## config.mk

```make
export PLATFORM = sky130hd
export DESIGN_NAME = color_ramp_sampler_core_flat
export DESIGN_NICKNAME = d
export VERILOG_FILES = /design/src/rtl/crs_pkg.sv /design/src/rtl/crs_stream_if.sv /design/src/rtl/crs_div.sv /design/src/rtl/color_ramp_sampler_core.sv /design/src/flat_wrapper.sv
export SDC_FILE = /design/constraint.sdc
export NUM_CORES = 2
export LEC_CHECK = 0
export BUFFER_PORTS_ARGS = -buffer_cell sky130_fd_sc_hd__buf_2
export CAP_MARGIN = 40
export CELL_PAD_IN_SITES_DETAIL_PLACEMENT = 1
export CELL_PAD_IN_SITES_GLOBAL_PLACEMENT = 1
export CORE_ASPECT_RATIO = 0.9
export CORE_UTILIZATION = 35
export CTS_BUF_LIST = sky130_fd_sc_hd__clkbuf_4 sky130_fd_sc_hd__clkbuf_8 sky130_fd_sc_hd__clkbuf_16
export DETAILED_ROUTE_END_ITERATION = 16
export PLACE_DENSITY_LB_ADDON = 0.15
export SLEW_MARGIN = 20
export SYNTH_ARGS = -nofsm -noshare
export SYNTH_HDL_FRONTEND = slang
export SYNTH_SLANG_ARGS = --single-unit
export TNS_END_PERCENT = 1
```

## constraint.sdc

```tcl
create_clock -name clk -period 11.9 [get_ports clk]
set_clock_uncertainty 0.1 [all_clocks]
set_input_delay 1.19 -clock clk [delete_from_list [all_inputs] [get_ports clk]]
set_output_delay 1.19 -clock clk [all_outputs]
set_load 0.02 [all_outputs]
```

## src/rtl/crs_pkg.sv

```systemverilog
package crs_pkg;

    localparam int MAX_STOPS_DEF = 16;

    localparam logic [16:0] POS_ONE   = 17'h10000;
    localparam logic [12:0] RES_RESET = 13'd256;

    // Divider geometry: widest dividend is sample_index << 16 (28 bits),
    // widest divisor is a stop span of up to 1.0 (17 bits).
    localparam int DIV_NUM_W  = 28;
    localparam int DIV_DEN_W  = 17;
    localparam int DIV_STEP_W = 4;

    // Two quotient bits per step.
    localparam logic [DIV_STEP_W-1:0] FAC_STEPS = 4'd14;
    localparam logic [DIV_STEP_W-1:0] T_STEPS   = 4'd9;

    typedef enum logic
    {
        OP_LOAD   = 1'b0,
        OP_LOOKUP = 1'b1
    } crs_op_t;

    localparam logic REG_RESOLUTION = 1'b0;
    localparam logic REG_STOP_COUNT = 1'b1;

    typedef struct packed
    {
        crs_op_t     opcode;
        logic [3:0]  stop_slot;
        logic [16:0] stop_position;
        logic [15:0] stop_red;
        logic [15:0] stop_green;
        logic [15:0] stop_blue;
        logic [11:0] sample_index;
    } crs_cmd_t;

    typedef struct packed
    {
        logic [15:0] red_out;
        logic [15:0] green_out;
        logic [15:0] blue_out;
        logic        found;
    } crs_rsp_t;

    typedef struct packed
    {
        logic [16:0] pos;
        logic [15:0] red;
        logic [15:0] green;
        logic [15:0] blue;
    } crs_stop_t;

    typedef struct packed
    {
        logic                  start;
        logic [DIV_DEN_W-1:0]  rem;
        logic [DIV_NUM_W-1:0]  num;
        logic [DIV_DEN_W-1:0]  den;
        logic [DIV_STEP_W-1:0] steps;
    } crs_div_req_t;

    typedef struct packed
    {
        logic                 done;
        logic [DIV_NUM_W-1:0] quot;
    } crs_div_rsp_t;

    typedef enum logic [2:0]
    {
        ST_IDLE,
        ST_FAC,
        ST_SEARCH,
        ST_TDIV,
        ST_MUL,
        ST_ADD,
        ST_DONE
    } crs_state_t;

endpackage

```

## src/rtl/crs_stream_if.sv

```systemverilog
interface crs_stream_if #(parameter type data_t = logic);

    logic  valid;
    logic  ready;
    data_t data;

    modport source
    (
        output valid,
        output data,
        input  ready
    );

    modport sink
    (
        input  valid,
        input  data,
        output ready
    );

endinterface

```

## src/rtl/crs_div.sv

```systemverilog
// Restoring divider, two quotient bits per cycle. The caller preloads the
// partial remainder so that only the quotient bits that can be set are run.
module crs_div
(
    input  logic                  clk,
    input  logic                  rst_n,
    input  crs_pkg::crs_div_req_t req,
    output crs_pkg::crs_div_rsp_t rsp
);

    localparam int NW = crs_pkg::DIV_NUM_W;
    localparam int DW = crs_pkg::DIV_DEN_W;
    localparam int SW = crs_pkg::DIV_STEP_W;

    logic [DW-1:0] rem_reg,  rem_next;
    logic [NW-1:0] num_reg,  num_next;
    logic [NW-1:0] quot_reg, quot_next;
    logic [DW-1:0] den_reg,  den_next;
    logic [SW-1:0] cnt_reg,  cnt_next;
    logic          done_reg, done_next;

    logic [DW:0]   r1, r2;
    logic          ge1, ge2;
    logic [DW-1:0] s1, s2;

    always_comb
    begin
        r1  = {rem_reg, num_reg[NW-1]};
        ge1 = r1 >= {1'b0, den_reg};
        s1  = ge1 ? DW'(r1 - {1'b0, den_reg}) : r1[DW-1:0];
        r2  = {s1, num_reg[NW-2]};
        ge2 = r2 >= {1'b0, den_reg};
        s2  = ge2 ? DW'(r2 - {1'b0, den_reg}) : r2[DW-1:0];
    end

    always_comb
    begin
        rem_next  = rem_reg;
        num_next  = num_reg;
        quot_next = quot_reg;
        den_next  = den_reg;
        cnt_next  = cnt_reg;
        done_next = 1'b0;
        if (req.start)
        begin
            rem_next  = req.rem;
            num_next  = req.num;
            den_next  = req.den;
            cnt_next  = req.steps;
            quot_next = '0;
        end
        else if (cnt_reg != '0)
        begin
            rem_next  = s2;
            num_next  = {num_reg[NW-3:0], 2'b00};
            quot_next = {quot_reg[NW-3:0], ge1, ge2};
            cnt_next  = cnt_reg - 1'b1;
            done_next = (cnt_reg == SW'(1));
        end
    end

    always_ff @(posedge clk or negedge rst_n)
    begin
        if (!rst_n)
        begin
            cnt_reg  <= '0;
            done_reg <= 1'b0;
        end
        else
        begin
            cnt_reg  <= cnt_next;
            done_reg <= done_next;
        end
    end

    always_ff @(posedge clk)
    begin
        rem_reg  <= rem_next;
        num_reg  <= num_next;
        quot_reg <= quot_next;
        den_reg  <= den_next;
    end

    assign rsp.done = done_reg;
    assign rsp.quot = quot_reg;

endmodule

```

## src/rtl/color_ramp_sampler_core.sv

```systemverilog
// Piecewise linear color ramp sampler.
// cmd channel: a load beat writes one color stop (position saturated to 1.0)
// into the stop memory and gives no result; a lookup beat gives one rsp beat.
// rsp channel: the sampled color and a found flag (black, found low, when no
// stop at or above the sample position lies among the first stop_count).
// APB port: resolution at 0x0, stop_count at 0x4; write only while idle.
// A lookup runs the position division (two quotient bits per cycle), then
// scans the stops up to the matching one (one memory read per cycle), then
// divides for the blend fraction and makes the three channel blends (one
// multiplier, shared); a hit on stop 0 or a miss skips the blend. One item
// is in work at a time; loads go straight into the stop memory. The divider
// serves both divisions and the stop memory has a single read port.
// Reset leaves resolution at 256, stop_count at 0 and the stop memory
// unwritten. A finished result sits in the output register; the next item
// is accepted while it waits. When the receiver stalls and the output
// register is still full, the following result holds in the core and no
// new beat is taken until the register frees up.
module color_ramp_sampler_core #(
    parameter int MAX_STOPS = crs_pkg::MAX_STOPS_DEF
)
(
    input  logic        clk,
    input  logic        rst_n,
    crs_stream_if.sink   cmd,
    crs_stream_if.source rsp,
    input  logic        psel,
    input  logic        penable,
    input  logic        pwrite,
    input  logic [2:0]  paddr,
    input  logic [31:0] pwdata,
    output logic [31:0] prdata,
    output logic        pready
);

    localparam int AW = (MAX_STOPS > 1) ? $clog2(MAX_STOPS) : 1;
    localparam int CW = $clog2(MAX_STOPS + 1);

    // ------------------------------------------------------------------
    // Configuration registers
    // ------------------------------------------------------------------
    logic [12:0] resolution_reg;
    logic [4:0]  stop_count_reg;

    assign pready = 1'b1;

    always_ff @(posedge clk or negedge rst_n)
    begin
        if (!rst_n)
        begin
            resolution_reg <= crs_pkg::RES_RESET;
            stop_count_reg <= '0;
        end
        else if (psel && penable && pwrite)
        begin
            case (paddr[2])
                crs_pkg::REG_RESOLUTION: resolution_reg <= pwdata[12:0];
                crs_pkg::REG_STOP_COUNT: stop_count_reg <= pwdata[4:0];
                default:                 stop_count_reg <= stop_count_reg;
            endcase
        end
    end

    always_comb
    begin
        case (paddr[2])
            crs_pkg::REG_RESOLUTION: prdata = {19'b0, resolution_reg};
            crs_pkg::REG_STOP_COUNT: prdata = {27'b0, stop_count_reg};
            default:                 prdata = '0;
        endcase
    end

    // Zero resolution divides as one; stop count clips to the table size.
    logic [16:0]   res_eff;
    logic [CW-1:0] n_eff;

    assign res_eff = (resolution_reg == '0) ? 17'd1 : {4'b0, resolution_reg};
    assign n_eff   = (int'(stop_count_reg) > MAX_STOPS) ? CW'(MAX_STOPS)
                                                        : CW'(stop_count_reg);

    // ------------------------------------------------------------------
    // Stop memory: one write port (loads), one registered read port (scan)
    // ------------------------------------------------------------------
    crs_pkg::crs_stop_t stop_mem [MAX_STOPS];
    crs_pkg::crs_stop_t rd_data_reg;
    crs_pkg::crs_stop_t wr_data;
    logic               wr_en;
    logic [AW-1:0]      wr_addr;
    logic               rd_en;
    logic [AW-1:0]      rd_addr;

    logic cmd_fire;
    logic rsp_fire;

    assign cmd_fire = cmd.valid && cmd.ready;
    assign rsp_fire = rsp.valid && rsp.ready;

    always_comb
    begin
        wr_en         = cmd_fire && (cmd.data.opcode == crs_pkg::OP_LOAD) &&
                        (int'(cmd.data.stop_slot) < MAX_STOPS);
        wr_addr       = AW'(cmd.data.stop_slot);
        wr_data.pos   = (cmd.data.stop_position > crs_pkg::POS_ONE) ? crs_pkg::POS_ONE
                                                                    : cmd.data.stop_position;
        wr_data.red   = cmd.data.stop_red;
        wr_data.green = cmd.data.stop_green;
        wr_data.blue  = cmd.data.stop_blue;
    end

    always_ff @(posedge clk)
    begin
        if (wr_en)
        begin
            stop_mem[wr_addr] <= wr_data;
        end
    end

    always_ff @(posedge clk)
    begin
        if (rd_en)
        begin
            rd_data_reg <= stop_mem[rd_addr];
        end
    end

    // ------------------------------------------------------------------
    // Shared divider: position fraction, then blend fraction
    // ------------------------------------------------------------------
    crs_pkg::crs_div_req_t div_req;
    crs_pkg::crs_div_rsp_t div_rsp;

    crs_div u_div
    (
        .clk   (clk),
        .rst_n (rst_n),
        .req   (div_req),
        .rsp   (div_rsp)
    );

    // ------------------------------------------------------------------
    // Control and datapath registers
    // ------------------------------------------------------------------
    crs_pkg::crs_state_t state_reg, state_next;
    logic [27:0]         fac_reg,   fac_next;
    logic [CW-1:0]       ridx_reg,  ridx_next;
    logic [AW-1:0]       cidx_reg,  cidx_next;
    logic                vld_reg,   vld_next;
    crs_pkg::crs_stop_t  prev_reg,  prev_next;
    crs_pkg::crs_stop_t  cur_reg,   cur_next;
    logic [16:0]         t_reg,     t_next;
    logic [1:0]          ch_reg,    ch_next;
    logic signed [34:0]  prod_reg,  prod_next;
    crs_pkg::crs_rsp_t   res_reg,   res_next;
    crs_pkg::crs_rsp_t   out_reg,   out_next;
    logic                out_vld_reg, out_vld_next;

    logic               hit;
    logic               issue;
    logic [16:0]        span_diff;
    logic [16:0]        span_den;
    logic [15:0]        a_ch;
    logic [15:0]        b_ch;
    logic signed [16:0] ch_diff;
    logic signed [35:0] blend_sum;

    assign hit   = vld_reg && ({11'b0, rd_data_reg.pos} >= fac_reg);
    assign issue = (ridx_reg < n_eff) && !hit;

    // prev < fac <= cur, so the span is never zero and t lands in (0, 1.0]
    assign span_diff = fac_reg[16:0] - prev_reg.pos;
    assign span_den  = rd_data_reg.pos - prev_reg.pos;

    always_comb
    begin
        case (ch_reg)
            2'd0:
            begin
                a_ch = prev_reg.red;
                b_ch = cur_reg.red;
            end
            2'd1:
            begin
                a_ch = prev_reg.green;
                b_ch = cur_reg.green;
            end
            default:
            begin
                a_ch = prev_reg.blue;
                b_ch = cur_reg.blue;
            end
        endcase
    end

    // a*(1-t) + b*t  ==  a + (b-a)*t, with round to nearest
    assign ch_diff   = $signed({1'b0, b_ch}) - $signed({1'b0, a_ch});
    assign blend_sum = $signed({4'b0, a_ch, 16'h8000}) + 36'(prod_reg);

    // Next state
    always_comb
    begin
        state_next = state_reg;
        case (state_reg)
            crs_pkg::ST_IDLE:
            begin
                if (cmd_fire && (cmd.data.opcode == crs_pkg::OP_LOOKUP))
                begin
                    state_next = crs_pkg::ST_FAC;
                end
            end
            crs_pkg::ST_FAC:
            begin
                if (div_rsp.done)
                begin
                    state_next = crs_pkg::ST_SEARCH;
                end
            end
            crs_pkg::ST_SEARCH:
            begin
                if (hit)
                begin
                    state_next = (cidx_reg == '0) ? crs_pkg::ST_DONE : crs_pkg::ST_TDIV;
                end
                else if (!vld_reg && !issue)
                begin
                    state_next = crs_pkg::ST_DONE;
                end
            end
            crs_pkg::ST_TDIV:
            begin
                if (div_rsp.done)
                begin
                    state_next = crs_pkg::ST_MUL;
                end
            end
            crs_pkg::ST_MUL:
            begin
                state_next = crs_pkg::ST_ADD;
            end
            crs_pkg::ST_ADD:
            begin
                state_next = (ch_reg == 2'd2) ? crs_pkg::ST_DONE : crs_pkg::ST_MUL;
            end
            crs_pkg::ST_DONE:
            begin
                if (!out_vld_reg || rsp.ready)
                begin
                    state_next = crs_pkg::ST_IDLE;
                end
            end
            default:
            begin
                state_next = crs_pkg::ST_IDLE;
            end
        endcase
    end

    // Outputs and datapath
    always_comb
    begin
        fac_next     = fac_reg;
        ridx_next    = ridx_reg;
        cidx_next    = cidx_reg;
        vld_next     = vld_reg;
        prev_next    = prev_reg;
        cur_next     = cur_reg;
        t_next       = t_reg;
        ch_next      = ch_reg;
        prod_next    = prod_reg;
        res_next     = res_reg;
        out_next     = out_reg;
        out_vld_next = out_vld_reg;
        rd_en        = 1'b0;
        rd_addr      = ridx_reg[AW-1:0];
        div_req      = '0;

        // Drop the held result once the receiver takes it
        if (rsp_fire)
        begin
            out_vld_next = 1'b0;
        end

        case (state_reg)
            crs_pkg::ST_IDLE:
            begin
                if (cmd_fire && (cmd.data.opcode == crs_pkg::OP_LOOKUP))
                begin
                    div_req.start = 1'b1;
                    div_req.rem   = '0;
                    div_req.num   = {cmd.data.sample_index, 16'b0};
                    div_req.den   = res_eff;
                    div_req.steps = crs_pkg::FAC_STEPS;
                end
            end
            crs_pkg::ST_FAC:
            begin
                if (div_rsp.done)
                begin
                    fac_next  = div_rsp.quot;
                    ridx_next = '0;
                    vld_next  = 1'b0;
                end
            end
            crs_pkg::ST_SEARCH:
            begin
                // Advance the read pointer one stop per cycle until a hit or the last counted stop
                vld_next = issue;
                if (issue)
                begin
                    rd_en     = 1'b1;
                    cidx_next = ridx_reg[AW-1:0];
                    ridx_next = ridx_reg + 1'b1;
                end
                if (vld_reg && !hit)
                begin
                    prev_next = rd_data_reg;
                end
                if (hit)
                begin
                    if (cidx_reg == '0)
                    begin
                        res_next.red_out   = rd_data_reg.red;
                        res_next.green_out = rd_data_reg.green;
                        res_next.blue_out  = rd_data_reg.blue;
                        res_next.found     = 1'b1;
                    end
                    else
                    begin
                        cur_next      = rd_data_reg;
                        div_req.start = 1'b1;
                        div_req.rem   = {2'b0, span_diff[16:2]};
                        div_req.num   = {span_diff[1:0], 26'b0};
                        div_req.den   = span_den;
                        div_req.steps = crs_pkg::T_STEPS;
                    end
                end
                else if (!vld_reg && !issue)
                begin
                    res_next = '0;
                end
            end
            crs_pkg::ST_TDIV:
            begin
                if (div_rsp.done)
                begin
                    t_next  = div_rsp.quot[16:0];
                    ch_next = 2'd0;
                end
            end
            crs_pkg::ST_MUL:
            begin
                prod_next = ch_diff * $signed({1'b0, t_reg});
            end
            crs_pkg::ST_ADD:
            begin
                case (ch_reg)
                    2'd0:    res_next.red_out   = blend_sum[31:16];
                    2'd1:    res_next.green_out = blend_sum[31:16];
                    default: res_next.blue_out  = blend_sum[31:16];
                endcase
                res_next.found = 1'b1;
                ch_next        = ch_reg + 1'b1;
            end
            crs_pkg::ST_DONE:
            begin
                if (!out_vld_reg || rsp.ready)
                begin
                    out_next     = res_reg;
                    out_vld_next = 1'b1;
                end
            end
            default:
            begin
                rd_en = 1'b0;
            end
        endcase
    end

    always_ff @(posedge clk or negedge rst_n)
    begin
        if (!rst_n)
        begin
            state_reg   <= crs_pkg::ST_IDLE;
            vld_reg     <= 1'b0;
            ridx_reg    <= '0;
            out_vld_reg <= 1'b0;
        end
        else
        begin
            state_reg   <= state_next;
            vld_reg     <= vld_next;
            ridx_reg    <= ridx_next;
            out_vld_reg <= out_vld_next;
        end
    end

    always_ff @(posedge clk)
    begin
        fac_reg  <= fac_next;
        cidx_reg <= cidx_next;
        prev_reg <= prev_next;
        cur_reg  <= cur_next;
        t_reg    <= t_next;
        ch_reg   <= ch_next;
        prod_reg <= prod_next;
        res_reg  <= res_next;
        out_reg  <= out_next;
    end

    assign cmd.ready = (state_reg == crs_pkg::ST_IDLE);
    assign rsp.valid = out_vld_reg;
    assign rsp.data  = out_reg;

endmodule

```

## src/flat_wrapper.sv

```systemverilog
// flat-port wrapper written by rule: the top's interface ports become plain ports
module color_ramp_sampler_core_flat 
#(
    parameter int MAX_STOPS = crs_pkg::MAX_STOPS_DEF
)
  (clk, rst_n, psel, penable, pwrite, paddr, pwdata, prdata, pready, cmd_valid, cmd_data, cmd_ready, rsp_valid, rsp_data, rsp_ready);
  crs_stream_if #(.data_t(crs_pkg::crs_cmd_t)) cmd_i ();
  crs_stream_if #(.data_t(crs_pkg::crs_rsp_t)) rsp_i ();
  input  logic clk;
  input  logic rst_n;
  input  logic psel;
  input  logic penable;
  input  logic pwrite;
  input  logic [2:0] paddr;
  input  logic [31:0] pwdata;
  output logic [31:0] prdata;
  output logic pready;
  input wire logic [$bits(cmd_i.valid)-1:0] cmd_valid;
  input wire logic [$bits(cmd_i.data)-1:0] cmd_data;
  output wire logic [$bits(cmd_i.ready)-1:0] cmd_ready;
  output wire logic [$bits(rsp_i.valid)-1:0] rsp_valid;
  output wire logic [$bits(rsp_i.data)-1:0] rsp_data;
  input wire logic [$bits(rsp_i.ready)-1:0] rsp_ready;
  assign cmd_i.valid = cmd_valid;
  assign cmd_i.data = cmd_data;
  assign cmd_ready = cmd_i.ready;
  assign rsp_valid = rsp_i.valid;
  assign rsp_data = rsp_i.data;
  assign rsp_i.ready = rsp_ready;
  color_ramp_sampler_core #(.MAX_STOPS(MAX_STOPS)) u_core (.clk(clk), .rst_n(rst_n), .cmd(cmd_i), .rsp(rsp_i), .psel(psel), .penable(penable), .pwrite(pwrite), .paddr(paddr), .pwdata(pwdata), .prdata(prdata), .pready(pready));
endmodule
```

==> results by group <==
Flow run
  • Max cap viols: 0

Layout
  • Design area: 0.0801 mm2
  • Fillers: 19400
  • Number of flip-flops in the largest register: 1040
  • Nets: 5171
  • Fraction of layout cells with a size suffix above 1: 0.207
  • Synthesis-to-layout area growth: 15.2%

Setup path
  • Type of origin of the critical path: register
  • CP dominant cell by count: fa_1
  • WP data required: 12.34 ns
  • Critical path arrival: 10.70 ns
  • Worst-path fanout max: 31
  • Buf/Inv on CP: 7
  • Crit path max-delay family: adder cells
  • Crit. End Element: register
  • CP peak stage delay: 0.53 ns
  • Slowest library cell on the worst path: fa_1
  • WS Path Type: reg -> reg
  • Worst R2R Setup Slack: 1.63 ns

Timing
  • Final hold slack: 0.293 ns
  • Final Max Slew Viols: 0
  • RSZ-0062 raised after global routing: no
  • Setup violators final: 0
  • Fin crit period: 10.27 ns
  • Rel. slew slack: 0.444
  • Fmax: 97.4 MHz
  • Final worst path period share: 0.863
  • Worst-Margin Slew: 0.831 ns
  • Fin. Hold Viols: 0
  • Total Neg Setup Slack: 0 ns

Floorplanning
  • Row Count: 154
  • Core Box Area: 0.197 mm2
  • Die width: 472 um
  • Die height: 425 um
  • I/O pin count: 208
  • DIE AREA: 0.200 mm2
  • Initial core utilization: 0.354

Detailed routing
  • DR WL/cell: 25.8 um
  • DR pass1 iterations: 5
  • Routed Antenna Nets: 0
  • DRT iter0 DRCs: 2462
  • Vias per cell: 5.12
  • DRC viols: 0
  • DR vias: 37400
  • Routed wire length: 188000 um

Synthesis
  • Synthesized cell area: 0.0695 mm2
  • Yosys top cell by area: edfxtp_1
  • Post-synth EDFFs: 1430
  • Mean post-synth cell area: 16.3 um2
  • Post-Synthesis Cells: 4271
  • Sequential fraction of the synthesis area: 0.638
  • Synth Warn #: 0
  • Synth Register Bits: 1491
  • Yosys top cell area share: 0.618
  • Async SR Flop Fraction: 0.0221
  • Prevailing post-synth register cell: edfxtp_1
  • Area contributors post-synth: edfxtp_1 (62%), mux4_2 (11%), fa_1 (6.6%)
  • Synth unique cells: 77

Power and ir drop
  • Combinational Power Share: 0.012
  • Int Power: 0.00880 W
  • Sw Share: 0.203
  • Power density cells: 138 mW/mm2
  • Peak supply drop: 163 uV
  • Reg power frac: 0.521
  • Psw: 0.00224 W
  • Clock share of power: 0.467
  • Leak Pwr: 28.5 nW

Global route
  • Pin count of the biggest net entering global routing: 61
  • Grt total ovfl: 0
  • First-pass GRT wire length: 276000 um
  • Initial antenna violation count: 35
  • Vias in the first global route: 40100
  • GRT Util Overall: 0.188

Clocking
  • Post-CTS Resized: 0
  • Clock transition at path regs: 0.06 ns
  • Clk sinks: 1491
  • Worst skew pair latency: 0.82 ns
  • Post-CTS setup buffer count: 0
  • Max clock buf depth: 3
  • CTS tree: done
  • Root Buffer: clkbuf_16
  • CTS Hold Bufs: 0
  • Total CTS buffers: 161
  • H-tree depth: 4

Status
  • Outcome: finished clean

Place
  • Final GP Congestion: 0.783
  • Post-DP HPWL: 124000 um
  • I/O Buffers: 166
  • Post-DP Area: 0.0744 mm2

Hold path
  • Hold/Removal Path Class: in -> async
-- routing by layer --
metal / share of wire / up-vias / track usage / wire length, um
met1: 0.45 / 19900 / 0.254 / 83900
met3: 0.037 / 234 / 0.0302 / 6880
met5: 0.00061 / - / 0 / 115
met4: 0.017 / 18 / 0.0404 / 3280
met2: 0.50 / 610 / 0.321 / 93800
li1: - / 16600 / - / -
-- kinds of logic (layout without fill, tap and decap cells) --
logic type,Yosys count,in the layout,share of synthesized area
muxes,372,372,0.113
AOI/OAI and AO/OA,417,417,0.0394
and+or+nand+nor,869,869,0.0586
other,2,23,0.000108
DFF,1491,1491,0.638
buffers and inverters,563,993,0.0317
adders and majority gates,460,460,0.108
xor gates and xnor gates,97,97,0.0122
-- layout by cell type, fill, tap and decap left out, drive strengths merged, types with 7 or more instances in the layout --
master	n
inv	387
clkbuf	211
mux2i	17
ha	231
a21o	58
dfrtp	32
o22ai	17
buf	312
mux4	325
o21a	23
o21bai	8
a21oi	113
or3	14
and3	17
mux2	30
o21ai	78
a22oi	18
fa	229
clkinv	65
dfxtp	28
edfxtp	1430
nor3	33
nand3	27
o31ai	8
bufinv	16
a22o	20
a211oi	11
and2	105
nand2	429
nand2b	24
xnor2	69
xor2	28
o211ai	13
a31oi	7
nor2	102
a21boi	9
nand4	17
conb	20
nor2b	53
nor4	21
-- Yosys cell counts, types with 18 or more instances --
master	instances
nor2b_1	53
ha_1	231
edfxtp_1	1430
a22oi_1	18
o21ai_0	77
a21oi_1	112
mux2_2	29
o21a_1	23
nand2_1	429
a22o_1	20
and2_1	105
nor4_1	21
nor2_1	102
dfrtp_1	32
nor3_1	33
xnor2_1	69
xor2_1	28
a21o_1	58
nand2b_1	24
mux4_2	325
fa_1	229
dfxtp_1	28
buf_4	20
inv_1	382
nand3_1	27
clkbuf_1	137
-- metrics by stage --
stage | utilization | std cells | power, W | worst slack [ns]
global route | 0.407 | 7295 | 0.0114 | 1.08
CTS | 0.407 | 7280 | 0.0112 | 1.53
global placement | 0.375 | 6940 | 0.00599 | 1.32
finish | 0.407 | 7296 | 0.0110 | 1.63
floorplan | - | 4289 | 0.00592 | 2.73
detailed placement | 0.379 | 6985 | 0.00600 | 1.57
-- path summary, 6_finish.rpt --
kind                                           startpoint                              endpoint  depth (start not counted)
max                        u_core.ch_reg[0]$_SDFFCE_PN0P_         u_core.prod_reg[31]$_DFFE_PP_                         36
min                                                 rst_n  u_core.resolution_reg[2]$_DFFE_PN0P_                          1
max reg2reg                u_core.ch_reg[0]$_SDFFCE_PN0P_         u_core.prod_reg[31]$_DFFE_PP_                         36
min reg2reg                  u_core.res_reg[10]$_DFFE_PP_         u_core.rsp.data[10]$_DFFE_PP_                          0
max in group asynchronous                           rst_n        u_core.ridx_reg[3]$_DFFE_PN0P_                          2
min in group clk             u_core.res_reg[10]$_DFFE_PP_         u_core.rsp.data[10]$_DFFE_PP_                          0
-- power groups by stage --
stage	clock (W)	combinational (W)	sequential [W]
2_1_floorplan	0	0.0000597	0.00586
3_3_place_gp	0	0.000129	0.00586
3_5_place_dp	0	0.000138	0.00586
4_1_cts	0.00528	0.000139	0.00575
5_1_grt	0.00545	0.000151	0.00575
6_report	0.00515	0.000138	0.00575
-- area by class of cell --
class                           instances  area (um2)  share of cell area
Clock inverter                         87        1060              0.0132
Clock buffer                          208        4460              0.0557
Tap cell                             2574        3220              0.0402
Multi-Input combinational cell       2235       23200               0.289
Sequential cell                      1491       44300               0.554
Inverter                              383        1440              0.0180
Timing Repair Buffer                  315        2370              0.0297
Antenna cell                            3        7.51           0.0000937
Power figures use the tool's default switching activity.
